`src/rtl/core/rild_pkg.sv`:
```
// ----------------------------------------------------------------------------
// rild_pkg
// Types, codes and widths shared by the run/increment length decoder.
// ----------------------------------------------------------------------------
package rild_pkg;

  localparam int LENGTH_BITS = 24;
  localparam int CNT_BITS    = LENGTH_BITS + 1;
  localparam int HDR_BITS    = 24;
  localparam int EXT_BITS    = (LENGTH_BITS > HDR_BITS) ? LENGTH_BITS : HDR_BITS;
  localparam int REM_BITS    = 7;

  typedef enum logic [1:0] {
    OP_COPY = 2'd0,
    OP_INC  = 2'd1,
    OP_RUN  = 2'd2,
    OP_DEC  = 2'd3
  } opcode_t;

  typedef enum logic [1:0] {
    STS_OK      = 2'd0,
    STS_SHORT   = 2'd1,
    STS_OVERRUN = 2'd2
  } status_t;

  typedef enum logic [3:0] {
    S_HEADER,
    S_CMD,
    S_COPY_LO,
    S_COPY_HI,
    S_SEED_LO,
    S_SEED_HI,
    S_EXPAND,
    S_DONE,
    S_ERROR
  } state_t;

  typedef enum logic [1:0] {
    EMIT_STATUS,
    EMIT_LIT_NARROW,
    EMIT_LIT_WIDE,
    EMIT_PAIR
  } emit_kind_t;

  typedef struct packed {
    logic       hdr_load;
    logic       cmd_load;
    logic       low_load;
    logic       lit_adv;
    logic       lit_wide;
    logic       seed_load;
    logic       seed_wide;
    logic       exp_step;
    logic       clear;
    logic       emit;
    emit_kind_t emit_kind;
    status_t    emit_status;
    logic       emit_last;
    logic       emit_fin;
  } dp_cmd_t;

  typedef struct packed {
    logic wide;
    logic out_free;
    logic hdr_last;
    logic is_copy;
    logic overrun;
    logic lit_last;
    logic lit_fin1;
    logic lit_fin2;
    logic exp_last;
    logic exp_fin;
  } dp_stat_t;

  function automatic logic [LENGTH_BITS-1:0] len_trunc(input logic [HDR_BITS-1:0] v);
    logic [EXT_BITS-1:0] ext;
    ext = EXT_BITS'(v);
    return ext[LENGTH_BITS-1:0];
  endfunction

endpackage

```
`src/rtl/core/rild_datapath.sv`:
```
// ----------------------------------------------------------------------------
// rild_datapath
// Stream counters, command registers, run expansion and result register.
// ----------------------------------------------------------------------------
module rild_datapath (
  input  logic               clk,
  input  logic               rst,
  input  logic               cfg_wr_en,
  input  logic [1:0]         cfg_wr_data,
  input  logic [7:0]         byte_in,
  input  rild_pkg::dp_cmd_t  cmd,
  output rild_pkg::dp_stat_t stat,
  input  logic               m_ready,
  output logic               m_valid,
  output logic [39:0]        m_data,
  output logic               m_last,
  output logic               m_user
);
  import rild_pkg::*;

  logic [1:0]             word_bytes;
  logic [2:0]             hdr_idx;
  logic [LENGTH_BITS-1:0] out_len;
  logic [CNT_BITS-1:0]    ww;
  logic [REM_BITS-1:0]    rem;
  opcode_t                opcode;
  logic [7:0]             low_byte;
  logic [15:0]            val;
  logic                   exp_wide;
  logic                   exp_fin_q;

  logic                   out_valid;
  logic [15:0]            out_first;
  logic [15:0]            out_second;
  logic [1:0]             out_count;
  status_t                out_status;
  logic                   out_last;
  logic                   out_fin;

  opcode_t                opc_in;
  logic [REM_BITS-1:0]    rem_in;
  logic [7:0]             need_bytes;
  logic [CNT_BITS:0]      sum_chk;
  logic [CNT_BITS-1:0]    len_ext;
  logic [CNT_BITS-1:0]    ww_p1;
  logic [CNT_BITS-1:0]    ww_p2;
  logic [7:0]             seed_bytes;
  logic [CNT_BITS-1:0]    ww_seed;
  logic [15:0]            seed_in;
  logic [1:0]             hdr_sel;
  logic [HDR_BITS-1:0]    hdr_word;
  logic [15:0]            mask;
  logic [15:0]            step;
  logic [15:0]            step2;
  logic [15:0]            v1;
  logic [15:0]            v2;

  always_comb begin
    opc_in     = opcode_t'(byte_in[7:6]);
    rem_in     = REM_BITS'(byte_in[5:0]) +
                 ((opc_in == OP_COPY) ? REM_BITS'(1) : REM_BITS'(3));
    need_bytes = word_bytes[1] ? {rem_in, 1'b0} : {1'b0, rem_in};
    len_ext    = CNT_BITS'(out_len);
    sum_chk    = (CNT_BITS+1)'(ww) + (CNT_BITS+1)'(need_bytes);
    ww_p1      = ww + CNT_BITS'(1);
    ww_p2      = ww + CNT_BITS'(2);
    seed_bytes = cmd.seed_wide ? {rem, 1'b0} : {1'b0, rem};
    ww_seed    = ww + CNT_BITS'(seed_bytes);
    seed_in    = cmd.seed_wide ? {byte_in, low_byte} : {8'h00, byte_in};
    hdr_sel    = hdr_idx[1:0] - 2'd1;
    hdr_word   = HDR_BITS'(byte_in) << {hdr_sel, 3'b000};
    mask       = exp_wide ? 16'hFFFF : 16'h00FF;
    case (opcode)
      OP_INC:  step = 16'h0001;
      OP_DEC:  step = 16'hFFFF;
      default: step = 16'h0000;
    endcase
    step2 = {step[14:0], 1'b0};
    v1    = (val + step) & mask;
    v2    = (val + step2) & mask;
  end

  always_comb begin
    stat.wide     = word_bytes[1];
    stat.out_free = !out_valid || m_ready;
    stat.hdr_last = (hdr_idx == 3'd3);
    stat.is_copy  = (opc_in == OP_COPY);
    stat.overrun  = sum_chk > (CNT_BITS+1)'(out_len);
    stat.lit_last = (rem == REM_BITS'(1));
    stat.lit_fin1 = stat.lit_last && (ww_p1 == len_ext);
    stat.lit_fin2 = stat.lit_last && (ww_p2 == len_ext);
    stat.exp_last = (rem <= REM_BITS'(2));
    stat.exp_fin  = exp_fin_q;
  end

  always_ff @(posedge clk) begin
    if (rst) begin
      word_bytes <= 2'd1;
    end else if (cfg_wr_en) begin
      word_bytes <= cfg_wr_data;
    end
  end

  always_ff @(posedge clk) begin
    if (rst || cmd.clear) begin
      hdr_idx   <= '0;
      out_len   <= '0;
      ww        <= '0;
      rem       <= '0;
      opcode    <= OP_COPY;
      low_byte  <= '0;
      val       <= '0;
      exp_wide  <= 1'b0;
      exp_fin_q <= 1'b0;
    end else begin
      if (cmd.hdr_load) begin
        hdr_idx <= hdr_idx + 3'd1;
        if (hdr_idx != 3'd0) begin
          out_len <= out_len | len_trunc(hdr_word);
        end
      end
      if (cmd.cmd_load) begin
        opcode <= opc_in;
        rem    <= rem_in;
      end
      if (cmd.low_load) begin
        low_byte <= byte_in;
      end
      if (cmd.lit_adv) begin
        ww  <= cmd.lit_wide ? ww_p2 : ww_p1;
        rem <= rem - REM_BITS'(1);
      end
      if (cmd.seed_load) begin
        val       <= seed_in;
        exp_wide  <= cmd.seed_wide;
        ww        <= ww_seed;
        exp_fin_q <= (ww_seed == len_ext);
      end
      if (cmd.exp_step) begin
        val <= v2;
        rem <= stat.exp_last ? '0 : rem - REM_BITS'(2);
      end
    end
  end

  always_ff @(posedge clk) begin
    if (rst) begin
      out_valid <= 1'b0;
    end else if (cmd.emit) begin
      out_valid <= 1'b1;
    end else if (m_ready) begin
      out_valid <= 1'b0;
    end
  end

  always_ff @(posedge clk) begin
    if (cmd.emit) begin
      out_status <= cmd.emit_status;
      out_last   <= cmd.emit_last;
      out_fin    <= cmd.emit_fin;
      case (cmd.emit_kind)
        EMIT_LIT_NARROW: begin
          out_first  <= {8'h00, byte_in};
          out_second <= '0;
          out_count  <= 2'd1;
        end
        EMIT_LIT_WIDE: begin
          out_first  <= {byte_in, low_byte};
          out_second <= '0;
          out_count  <= 2'd1;
        end
        EMIT_PAIR: begin
          out_first  <= val;
          out_second <= (rem == REM_BITS'(1)) ? 16'h0000 : v1;
          out_count  <= (rem == REM_BITS'(1)) ? 2'd1 : 2'd2;
        end
        default: begin
          out_first  <= '0;
          out_second <= '0;
          out_count  <= 2'd0;
        end
      endcase
    end
  end

  assign m_valid = out_valid;
  assign m_data  = {4'b0000, out_status, out_count, out_second, out_first};
  assign m_last  = out_last;
  assign m_user  = out_fin;

  a_status_only_flagged: assert property (@(posedge clk) disable iff (rst)
    (m_valid && m_data[33:32] == 2'd0) |-> (m_data[35:34] != 2'd0))
    else $error("status-only result without a status code");

  a_fin_is_last: assert property (@(posedge clk) disable iff (rst)
    (m_valid && m_user) |-> m_last)
    else $error("finished flag on a result that is not last of its byte");

  a_step_has_words: assert property (@(posedge clk) disable iff (rst)
    cmd.exp_step |-> (rem != '0))
    else $error("expansion step with no words left");

endmodule

```
`src/rtl/core/rild_ctrl.sv`:
```
// ----------------------------------------------------------------------------
// rild_ctrl
// Stream phase controller: header, commands, literals, seeds and expansion.
// ----------------------------------------------------------------------------
module rild_ctrl (
  input  logic               clk,
  input  logic               rst,
  input  logic               s_valid,
  input  logic               s_last,
  output logic               s_ready,
  input  rild_pkg::dp_stat_t stat,
  output rild_pkg::dp_cmd_t  cmd
);
  import rild_pkg::*;

  state_t state;
  state_t state_next;
  logic   eos_held;
  logic   eos_held_next;
  logic   acc;

  always_ff @(posedge clk) begin
    if (rst) begin
      state    <= S_HEADER;
      eos_held <= 1'b0;
    end else begin
      state    <= state_next;
      eos_held <= eos_held_next;
    end
  end

  always_comb begin
    cmd           = '0;
    state_next    = state;
    eos_held_next = eos_held;
    s_ready       = (state != S_EXPAND) && stat.out_free;
    acc           = s_valid && s_ready;

    unique case (state)
      S_HEADER: begin
        if (acc) begin
          cmd.hdr_load = 1'b1;
          if (stat.hdr_last) begin
            state_next = S_CMD;
          end
        end
      end
      S_CMD: begin
        if (acc) begin
          cmd.cmd_load = 1'b1;
          if (!s_last && stat.overrun) begin
            cmd.emit        = 1'b1;
            cmd.emit_kind   = EMIT_STATUS;
            cmd.emit_status = STS_OVERRUN;
            cmd.emit_last   = 1'b1;
            state_next      = S_ERROR;
          end else begin
            state_next = stat.is_copy ? S_COPY_LO : S_SEED_LO;
          end
        end
      end
      S_COPY_LO: begin
        if (acc) begin
          if (stat.wide) begin
            cmd.low_load = 1'b1;
            state_next   = S_COPY_HI;
          end else begin
            cmd.lit_adv   = 1'b1;
            cmd.emit      = 1'b1;
            cmd.emit_kind = EMIT_LIT_NARROW;
            cmd.emit_last = 1'b1;
            cmd.emit_fin  = stat.lit_fin1;
            if (stat.lit_last) begin
              state_next = stat.lit_fin1 ? S_DONE : S_CMD;
            end
          end
        end
      end
      S_COPY_HI: begin
        if (acc) begin
          cmd.lit_adv   = 1'b1;
          cmd.lit_wide  = 1'b1;
          cmd.emit      = 1'b1;
          cmd.emit_kind = EMIT_LIT_WIDE;
          cmd.emit_last = 1'b1;
          cmd.emit_fin  = stat.lit_fin2;
          if (stat.lit_last) begin
            state_next = stat.lit_fin2 ? S_DONE : S_CMD;
          end else begin
            state_next = S_COPY_LO;
          end
        end
      end
      S_SEED_LO: begin
        if (acc) begin
          if (stat.wide) begin
            cmd.low_load = 1'b1;
            state_next   = S_SEED_HI;
          end else begin
            cmd.seed_load = 1'b1;
            eos_held_next = s_last;
            state_next    = S_EXPAND;
          end
        end
      end
      S_SEED_HI: begin
        if (acc) begin
          cmd.seed_load = 1'b1;
          cmd.seed_wide = 1'b1;
          eos_held_next = s_last;
          state_next    = S_EXPAND;
        end
      end
      S_EXPAND: begin
        if (stat.out_free) begin
          cmd.exp_step  = 1'b1;
          cmd.emit      = 1'b1;
          cmd.emit_kind = EMIT_PAIR;
          if (stat.exp_last) begin
            cmd.emit_last   = 1'b1;
            cmd.emit_fin    = stat.exp_fin;
            cmd.emit_status = (eos_held && !stat.exp_fin) ? STS_SHORT : STS_OK;
            eos_held_next   = 1'b0;
            if (eos_held) begin
              cmd.clear  = 1'b1;
              state_next = S_HEADER;
            end else begin
              state_next = stat.exp_fin ? S_DONE : S_CMD;
            end
          end
        end
      end
      S_DONE, S_ERROR: begin
      end
      default: begin
        state_next = S_HEADER;
      end
    endcase

    // end of stream on a byte that does not start an expansion
    if (acc && s_last && state_next != S_EXPAND) begin
      if (cmd.emit) begin
        if (!cmd.emit_fin && cmd.emit_status == STS_OK) begin
          cmd.emit_status = STS_SHORT;
        end
      end else if (state != S_DONE && state != S_ERROR) begin
        cmd.emit        = 1'b1;
        cmd.emit_kind   = EMIT_STATUS;
        cmd.emit_status = STS_SHORT;
        cmd.emit_last   = 1'b1;
      end
      cmd.clear  = 1'b1;
      state_next = S_HEADER;
    end
  end

  a_no_input_in_expand: assert property (@(posedge clk) disable iff (rst)
    (state == S_EXPAND) |-> !s_ready)
    else $error("input taken during run expansion");

  a_emit_into_free_slot: assert property (@(posedge clk) disable iff (rst)
    cmd.emit |-> stat.out_free)
    else $error("result written over an untaken result");

  a_done_holds: assert property (@(posedge clk) disable iff (rst)
    (state == S_DONE) |=> (state == S_DONE || state == S_HEADER))
    else $error("left completed state without end of stream");

endmodule

```
`src/rtl/core/run_increment_length_decoder.sv`:
```
// ----------------------------------------------------------------------------
// run_increment_length_decoder
// Run/increment/decrement length decoder, one compressed byte per beat.
// ----------------------------------------------------------------------------
// Input stream: one compressed byte per beat on s_axis_tdata, s_axis_tlast
// marks the final byte of a stream; the next byte starts a new header.
// Output stream: one result per beat, up to two decoded words. m_axis_tlast
// marks the last result of an input byte, m_axis_tuser marks completion.
// cfg_wr_en/cfg_wr_data set the word size (bit 1 set: 16-bit words); write
// only while the block is idle.
// Throughput: header, command and literal bytes are accepted while the output
// register is free. A seed byte starts an expansion that emits one result (two
// words, the last may hold one) per cycle while results are taken, L+3 words
// in all; input is held off meanwhile. Each result sits in the single output
// register from the cycle after the byte or expansion step that makes it.
// Backpressure: a held result blocks new input and expansion until taken.
// Reset: synchronous; clears stream state and selects 8-bit words.
// ----------------------------------------------------------------------------
module run_increment_length_decoder (
  input  logic        clk,
  input  logic        rst,
  input  logic        cfg_wr_en,
  input  logic [1:0]  cfg_wr_data,     // word_bytes
  input  logic        s_axis_tvalid,
  output logic        s_axis_tready,
  input  logic [7:0]  s_axis_tdata,    // [7:0] byte_in
  input  logic        s_axis_tlast,    // end_of_stream
  output logic        m_axis_tvalid,
  input  logic        m_axis_tready,
  // [15:0] word_first, [31:16] word_second, [33:32] word_count,
  // [35:34] status, [39:36] zero
  output logic [39:0] m_axis_tdata,
  output logic        m_axis_tlast,    // last_of_run
  output logic [0:0]  m_axis_tuser     // [0] finished
);
  import rild_pkg::*;

  dp_cmd_t  cmd;
  dp_stat_t stat;
  logic     fin;

  rild_ctrl u_ctrl (
    .clk     (clk),
    .rst     (rst),
    .s_valid (s_axis_tvalid),
    .s_last  (s_axis_tlast),
    .s_ready (s_axis_tready),
    .stat    (stat),
    .cmd     (cmd)
  );

  rild_datapath u_datapath (
    .clk         (clk),
    .rst         (rst),
    .cfg_wr_en   (cfg_wr_en),
    .cfg_wr_data (cfg_wr_data),
    .byte_in     (s_axis_tdata),
    .cmd         (cmd),
    .stat        (stat),
    .m_ready     (m_axis_tready),
    .m_valid     (m_axis_tvalid),
    .m_data      (m_axis_tdata),
    .m_last      (m_axis_tlast),
    .m_user      (fin)
  );

  assign m_axis_tuser = fin;

endmodule

```
`config.mk`:
```
export PLATFORM = sky130hd
export DESIGN_NAME = run_increment_length_decoder
export DESIGN_NICKNAME = d
export VERILOG_FILES = /design/src/rtl/core/rild_pkg.sv /design/src/rtl/core/rild_datapath.sv /design/src/rtl/core/rild_ctrl.sv /design/src/rtl/core/run_increment_length_decoder.sv
export SDC_FILE = /design/constraint.sdc
export NUM_CORES = 1
export LEC_CHECK = 0
export ABC_AREA = 0
export BUFFER_PORTS_ARGS = -buffer_cell sky130_fd_sc_hd__buf_4
export CAP_MARGIN = 5
export CORE_MARGIN = 8
export CORE_UTILIZATION = 30
export CTS_BUF_LIST = sky130_fd_sc_hd__clkbuf_4 sky130_fd_sc_hd__clkbuf_8
export DETAILED_ROUTE_END_ITERATION = 8
export GPL_TIMING_DRIVEN = 0
export PLACE_DENSITY_LB_ADDON = 0.05
export SYNTH_ARGS = -nofsm -noshare
export SYNTH_HDL_FRONTEND = slang
export SYNTH_SLANG_ARGS = --single-unit
```
`constraint.sdc`:
```
create_clock -name clk -period 7.9 [get_ports clk]
set_input_delay 0.395 -clock clk [delete_from_list [all_inputs] [get_ports clk]]
set_output_delay 0.395 -clock clk [all_outputs]
set_load 0.05 [all_outputs]
```
## Yosys cells after proc, flatten, opt, wreduce, memory -nomap -nowiden

Cells that the tools add are included.

| cells by class | value |
|---|---|
| add/sub/neg operators | 11 |
| magnitude comparators | 2 |
| eq/ne operators | 27 |
| shifts and indexed selects | 1 |
| mux-type cells | 84 |
| bitwise operators | 4 |
| reduce and logical (&&, ||, !) cells | 31 |

Operators by type and width:

| cell | number |
|---|---|
| $eq A25 B24 Y1 | 3 |
| $mux W25 | 3 |
| $mux W16 | 4 |
| $mux W4 | 15 |
| $pmux W16 S3 | 1 |
| $mux W7 | 5 |
| $add A16 B16 Y16 | 2 |
| $and A16 B16 Y16 | 2 |
| $pmux W16 S2 | 1 |
| $pmux W4 S8 | 1 |
| $add A25 B8 Y26 | 1 |
| $gt A26 B24 Y1 | 1 |
| $add A25 B1 Y25 const B | 1 |
| $add A25 B2 Y25 const B | 1 |
| $add A25 B8 Y25 | 1 |
| $mux W3 | 8 |
| $or A24 B24 Y24 | 1 |
| $shl A8 B5 Y24 | 1 |
| $mux W2 | 11 |
| $mux W1 | 20 |
| $mux W6 | 3 |
| $eq A4 B3 Y1 const B | 4 |
| $mux W8 | 2 |
| $ne A4 B3 Y1 const B | 3 |
| 33 further kinds | 65 |

| storage, ports and cells | value |
|---|---|
| register bits | 133 |
| input port bits | 16 |
| output and inout bits | 44 |
| logic and storage cells | 179 |

## Logic depth before layout (Yosys ltp)

Gate-level depths: netlist of the first run.

| depth | value |
|---|---|
| depth after elaboration | 18 |
| mapped depth | 29 |

## By module

A second synthesis of the first run with hierarchy kept.

| second synthesis, totals | value |
|---|---|
| cell total of the unflattened synthesis | 1,446 |
| area total of the unflattened synthesis | 11,333.4 um^2 |

By module, submodules not included:

| module | instances | cells each | area an instance (um^2) | seq. area each (um^2) |
|---|---|---|---|---|
| rild_datapath | 1 | 1,342 | 10,586.4 | 2,922.8 |
| rild_ctrl | 1 | 104 | 747.0 | 100.1 |

## Worst setup path before layout of the first run

Ideal clock, no wire load.

| path | value |
|---|---|
| kind | input -> register |
| start | in s_axis_tdata[7] |
| end | reg u_datapath.out_last, in the netlist u_datapath.m_last, enable pin |
| setup time | 0.379 ns |
| data arrival time | 5.897 ns |
| data required time | 7.521 ns |
| setup slack | 1.624 ns |
| stages | 28 |
| cell sequence | clkbuf_1 -> nor2_1 -> inv_1 -> ha_1 -> a21oi_1 -> nor2b_1 -> nand3_1 -> xor2_1 -> mux2i_1 -> ha_1 -> o211ai_1 -> a21oi_1 -> o41ai_1 -> or2_2 -> clkbuf_1 -> nor2_1 -> xor2_1 -> ha_1 -> nand4_1 -> or4_1 -> nor2_1 -> a21o_1 -> o21ai_0 -> nand2_1 -> o32ai_1 -> o21ai_1 -> buf_6 -> a21bo_2 |

RTL lines:

| item | line | RTL |
|---|---|---|
| start, declared | run_increment_length_decoder.sv:26 | `input logic [7:0] s_axis_tdata,` |
| end signal, assigned | rild_datapath.sv:159 | `out_last <= cmd.emit_last;` |
| end, declared | rild_datapath.sv:37 | `logic out_last;` |

==> results_dict.tcl, run 1 <==
set metrics [dict create \
    hp-class "primary input to register" \
    cellPowerDensity_nw_per_um2 110 \
    synth_top_family_by_area "compound AO/OA/AOI/OAI gates" \
    path_class "primary input to register" \
    htreeDepth 4 \
    numCtsBuffers 17 \
    status "completed" \
    power_leakage_nw 5.00 \
    fin_crit_sh_pct 97.3 \
    via_count 12522 \
    hold_start "rst" \
    dp_hpwl_um 42700 \
    netlist_area_um2 12300 \
    synth_cells 1571 \
    reg2reg_to "u_datapath.out_second[13]" \
    synth_cell_types 81 \
    synth_mux_area_share_pct 2.21 \
    rsz0062_at_grt "false" \
    worstPathArrival_ns 7.88 \
    fp.dieH_um 219 \
    crit_slowest_cell "or4_1" \
    ant_nets 0 \
    clk_pin_slew_worst_paths_ns 0.09 \
    yosysTopAreaCellShare_pct 15.2 \
    max_freq_mhz 130 \
    grt_pass1_wl_um 80600 \
    async_reset_ff_share_pct 0 \
    whs_path_depth 2 \
    drcViolationCount 0 \
    die_area_um2 47900 \
    die_x_um 219 \
    synth_edf_count 38 \
    yosysMostFrequentCell "nor2_1" \
    whs_endpoint "u_ctrl.eos_held" \
    grt_pass1_vias 12029 \
    synth_area_per_cell_um2 7.86 \
    clock_path_buffers 2 \
    tns_ns 0 \
    routabilityCongestion 0.944 \
    synth-main-ff-cell "dfxtp_1" \
    drv_cap 0 \
    final_layout_size_suffix_gt1_share_pct 11.1 \
    fillers 4390 \
    synth_seq_cells 132 \
    fin_crit_ns 7.69 \
    synth_area_leader_cell "dfxtp_1" \
    hold_viol 0 \
    multi_input_area_um2 8530 \
    root_buffer "clkbuf_8" \
    grt_max_degree 39 \
    clkLatencyLatePin_ns 0.50 \
    regArea_um2 3020 \
    worst_setup_path_end_kind "register" \
    relSlewSlack_pct 19.8 \
    ios 60 \
    wire_per_inst_um 24.9 \
    crit_start "s_axis_tdata[6]" \
    wirelength_um 54700 \
    antenna_found_initial 0 \
    path_max_fanout 38 \
    avgViaCountPerCell 5.72 \
    placed_cells_incl_taps 2158 \
    synthAdderAreaFrac_pct 8.29 \
    max_stage_delay_ns 0.66 \
    initial_core_util_pct 30.3 \
    r2r_start "u_datapath.word_bytes[1]" \
    yosysWarnings 0 \
    core-area_um2 40700 \
    final_cells 2191 \
    ir_drop_uv 100 \
    synth-seq-area-share_pct 24.5 \
    cp-start-kind "primary input" \
    area_growth_pct 12.1 \
    synthTopCellsByArea "dfxtp_1 15%, edfxtp_1 9.2%, ha_1 7.4%, a21oi_1 5.7%, a211oi_2 5.5%" \
    tritoncts "yes" \
    cp.required_ns 8.09 \
    finalNetCount 1740 \
    dr.pass1.iters 8 \
    track_usage_pct 22.5 \
    worst_pin_slew_ns 1.19 \
    fin_skew_ns 0.0174 \
    finalSetupViolCount 0 \
    drtIter0Drc 1214 \
    finalCoreUtilization_pct 34.0 \
    antenna_cells 0 \
    reg2reg_depth 21 \
    portBuffers 51 \
    synth-compound-area-share_pct 28.4 \
    synth_common_cells "141 x nor2_1, 140 x a21oi_1, 126 x nand2_1, 94 x dfxtp_1, 93 x clkbuf_1" \
    synth-simple-area-share_pct 20.3 \
    synth_xor_area_share_pct 9.56 \
    row_count 74 \
    clock-sinks 132 \
    grt-ovfl-total 0 \
    drv_slew 0 \
    ff2ff_setup_slack_ns 0.62 \
]
what timing repair did:
item | 4_1_cts | 5_1_grt
setup buffers | 0 | 0
resized for setup | 2 | 5
hold buffers | 0 | 0
setup endpoints to repair | 50 | 38
area by class of cell:
class	count	share of cell area, %
plain buffers	128	4.10
clock buffers	18	1.79
clock inverters	14	1.09
inverters	68	1.84
multi-input cells	1246	61.7
flip-flops and latches	132	21.8
well taps	532	4.81
repair buffers	53	2.86
power by group:
| group | switching [mW] | internal (mW) |
|---|---|---|
| logic | 0.139 | 0.0530 |
| clock network | 0.332 | 0.292 |
| registers | 0.00524 | 0.705 |
worst max-delay path: cells and delay by family:
family,cells,cell delay [ns]
buffers and inverters,3,0.62
AOI/OAI and AO/OA,7,2.01
adders and majority gates,3,1.03
xor gates and xnor gates,2,0.42
and+or+nand+nor,11,3.14
muxes,1,0.20
cell families after synthesis:
family / Yosys count
AOI/OAI and AO/OA: 492
xor gates and xnor gates: 133
adders and majority gates: 79
buffers and inverters: 196
DFF: 132
muxes: 27
other: 1
and+or+nand+nor: 511
placed cells by master, fill, tap and decap left out, types with 7 or more instances in the layout:
cell	count
a211oi_1	37
a211oi_2	54
a21o_1	15
a21oi_1	140
a221oi_1	8
a222oi_1	15
a22oi_1	10
a31oi_1	14
and2_1	10
and3_1	23
buf_1	14
buf_2	8
buf_4	58
buf_6	7
clkbuf_1	91
clkbuf_8	18
dfxtp_1	94
edfxtp_1	38
ha_1	73
inv_1	67
mux2i_1	25
nand2_1	126
nand2b_1	16
nand3_1	40
nand4_1	33
nor2_1	140
nor2b_1	8
nor3_1	45
nor4_1	15
o211ai_1	17
o21a_1	8
o21ai_0	87
o21bai_1	7
o22ai_1	10
o31ai_1	7
or2_2	10
or3_1	10
xnor2_1	76
xor2_1	56
layer usage:
layer / wire length [um] / share of wire, % / GRT usage (%)
met5: 0 / 0 / 0
met3: 3230 / 5.9 / 3.72
met1: 25600 / 47 / 31.4
met2: 24200 / 44 / 34.9
met4: 1650 / 3.0 / 7.32
how the worst max path moves through the flow:
stage	slack [ns]	end
after CTS	0.05	u_datapath.out_second[5]
after floorplan	1.62	u_datapath.m_last
final	0.21	u_datapath.out_second[13]
after global routing	0.02	u_datapath.out_second[13]
after global placement	-0.96	u_datapath.out_second[14]
after detailed placement	-1.01	u_datapath.out_second[15]
registers in the layout, indices dropped and copies added (netlist names), 2 cells and up:
signal	cells
u_datapath.val	16
u_datapath.out_first	16
u_datapath.opcode	2
u_datapath.ww	25
u_datapath.out_second	16
u_datapath.low_byte	8
u_datapath.out_status	2
u_ctrl.state	4
u_datapath.out_count	2
u_datapath.hdr_idx	3
u_datapath.out_len	24
u_datapath.rem	7
through the flow:
| step | cell area, um^2 | setup WS (ns) | power, mW | hold slack [ns] |
|---|---|---|---|---|
| CTS | 13800 | 0.0463 | 1.54 | 0.0927 |
| floorplan | 12400 | 1.62 | 0.849 | 0.464 |
| detailed placement | 13400 | -1.01 | 0.917 | 0.524 |
| global route | 13800 | 0.0225 | 1.59 | 0.105 |
| finish | 13800 | 0.214 | 1.53 | 0.127 |
| global placement | 13400 | -0.964 | 0.916 | 0.520 |
No activity file was read; power rests on OpenSTA's default activity.
==> run 2: changes to the inputs <==
--- a/config.mk
+++ b/config.mk
@@ -9,7 +9,7 @@
 export BUFFER_PORTS_ARGS = -buffer_cell sky130_fd_sc_hd__buf_4
 export CAP_MARGIN = 5
 export CORE_MARGIN = 8
-export CORE_UTILIZATION = 30
+export CORE_UTILIZATION = 45
 export CTS_BUF_LIST = sky130_fd_sc_hd__clkbuf_4 sky130_fd_sc_hd__clkbuf_8
 export DETAILED_ROUTE_END_ITERATION = 8
 export GPL_TIMING_DRIVEN = 0
==> constraint.sdc (replaced) <==
create_clock -name clk -period 7.4 [get_ports clk]
set_input_delay 0.37 -clock clk [delete_from_list [all_inputs] [get_ports clk]]
set_output_delay 0.37 -clock clk [all_outputs]
set_load 0.05 [all_outputs]
==> results_dict.tcl, run 2 (synthesis gave the netlist of run 1 again) <==
set metrics [dict create \
    grt_max_degree 39 \
    hold_viol 0 \
    path_max_fanout 38 \
    clock_path_buffers 2 \
    die_area_um2 33000 \
    rsz0062_at_grt "false" \
    path_class "primary input to register" \
    final_layout_size_suffix_gt1_share_pct 11.0 \
    largest_registers "u_datapath.ww x25, u_datapath.out_len x24" \
    via_count 12878 \
    wirelength_um 51000 \
    finalNetCount 1740 \
    portBuffers 51 \
    placed_cells_incl_taps 1967 \
    root_buffer "clkbuf_8" \
    cp.required_ns 7.56 \
    largest-register "u_datapath.ww" \
    area_growth_pct 10.3 \
    finalSetupViolCount 0 \
    row_count 60 \
    hold_start "rst" \
    status "complete, but fails checks" \
    clkLatencyLatePin_ns 0.49 \
    worst_pin_slew_ns 1.29 \
    worstPathArrival_ns 7.47 \
    track_usage_pct 30.3 \
    dr.pass1.iters 9 \
    max_freq_mhz 137 \
    power_leakage_nw 5.02 \
    cellPowerDensity_nw_per_um2 118 \
    relSlewSlack_pct 13.2 \
    ios 60 \
    grt_pass1_vias 12111 \
    die_x_um 182 \
    final_cells 2000 \
    avgViaCountPerCell 6.44 \
    reg2reg_to "u_datapath.out_second[14]" \
    r2r_start "u_datapath.word_bytes[1]" \
    fin_total_pwr_mw 1.60 \
    largest_reg_flops 25 \
    worst_setup_path_end_kind "register" \
    hp-class "primary input to register" \
    dp_hpwl_um 39300 \
    drtIter0Drc 1625 \
    cts_setup_buffers 0 \
    violations "DRC" \
    initial_core_util_pct 45.8 \
    numCtsBuffers 17 \
    clk_pin_slew_worst_paths_ns 0.09 \
    routabilityCongestion 1.00 \
    ant_nets 0 \
    wire_per_inst_um 25.5 \
    crit_start "s_axis_tdata[6]" \
    ff2ff_setup_slack_ns 0.25 \
    layout_commonest_cell "nor2_1" \
    fp.dieH_um 182 \
    final_cell_mix "140 x nor2_1, 139 x a21oi_1, 126 x nand2_1" \
    cp-start-kind "primary input" \
    tritoncts "yes" \
    core-area_um2 27000 \
    ir_drop_uv 116 \
    fin_skew_ns 0.0380 \
    antenna_cells 0 \
    crit_slowest_cell "or4_1" \
    drcViolationCount 5 \
    grt_pass1_wl_um 76300 \
    clock-sinks 132 \
    max_stage_delay_ns 0.67 \
    fin_crit_ns 7.31 \
    drv_cap 0 \
    antenna_found_initial 1 \
    cp-endpoint "u_datapath.out_second[14]" \
    reg2reg_depth 21 \
    whs_path_depth 2 \
    grt-ovfl-total 0 \
    drv_slew 0 \
    htreeDepth 4 \
    fin_crit_sh_pct 98.8 \
]
==> run 2: changes by cell type in the layout (fill, tap and decap cells not counted), sizes merged <==
cell          before  now
buf               87   86
clkinv             8   11
inv               71   68
dlymetal6s2s       0    1
==> run 2: repair_timing <==
item,4_1_cts,5_1_grt
pin swaps,0,0
hold buffers,0,0
resized for setup,5,8
cloned,0,0
endpoints found under the setup margin,129,49
==> run 2: routing by layer <==
layer	vias up	global-route usage (%)	wire, um
li1	5965	-	-
met1	6117	39.9	21600
met2	661	46.0	22100
met3	133	6.55	4750
met4	2	15.3	2520
met5	-	0	18
==> run 2: cell type report <==
cell class / instances / area (um^2)
multi-input cells: 1246 / 8550
flip-flops and latches: 132 / 3020
clock buffers: 18 / 241
fillers: 2742 / 13300
repair buffers: 53 / 403
inverters: 68 / 255
clock inverters: 14 / 138
well taps: 341 / 427
plain buffers: 128 / 571
==> run 2: metrics by stage <==
step | TNS (ns) | setup WS [ns] | hold WS [ns] | cell area, um^2 | utilization, %
2_1_floorplan | 0 | 1.15 | 0.439 | 12400 | -
3_3_place_gp | -102.36 | -1.16 | 0.518 | 13200 | 48.8
3_5_place_dp | -100.42 | -1.18 | 0.518 | 13200 | 48.9
4_1_cts | 0 | 0.00671 | 0.0977 | 13600 | 50.4
5_1_grt | 0 | 0.00866 | 0.110 | 13600 | 50.5
6_report | 0 | 0.0853 | 0.116 | 13600 | 50.5
==> run 2: power by group <==
part	leakage, nW	internal (mW)	total [mW]	switching, mW
Combinational	3.70	0.0569	0.205	0.148
Sequential	1.12	0.752	0.758	0.00545
Clock	0.193	0.301	0.642	0.341
Total	5.02	1.11	1.60	0.494
==> run 2: worst min-delay path by stage <==
stage	end	slack, ns
after detailed placement	u_ctrl.eos_held	0.52
after global routing	u_datapath.word_bytes[1]	0.11
after global placement	u_datapath.opcode[1]	0.52
after floorplan	u_ctrl.eos_held	0.44
final	u_datapath.word_bytes[1]	0.12
after CTS	u_ctrl.eos_held	0.1
==> run 2: worst max-delay path, delay by kind of cell <==
kind            cells  cell delay, ns
mux                 1            0.19
xor+xnor            2            0.44
simple gates       11            2.98
buf+inv             3            0.55
fa+ha+maj           3            1.06
compound gates      7            1.82
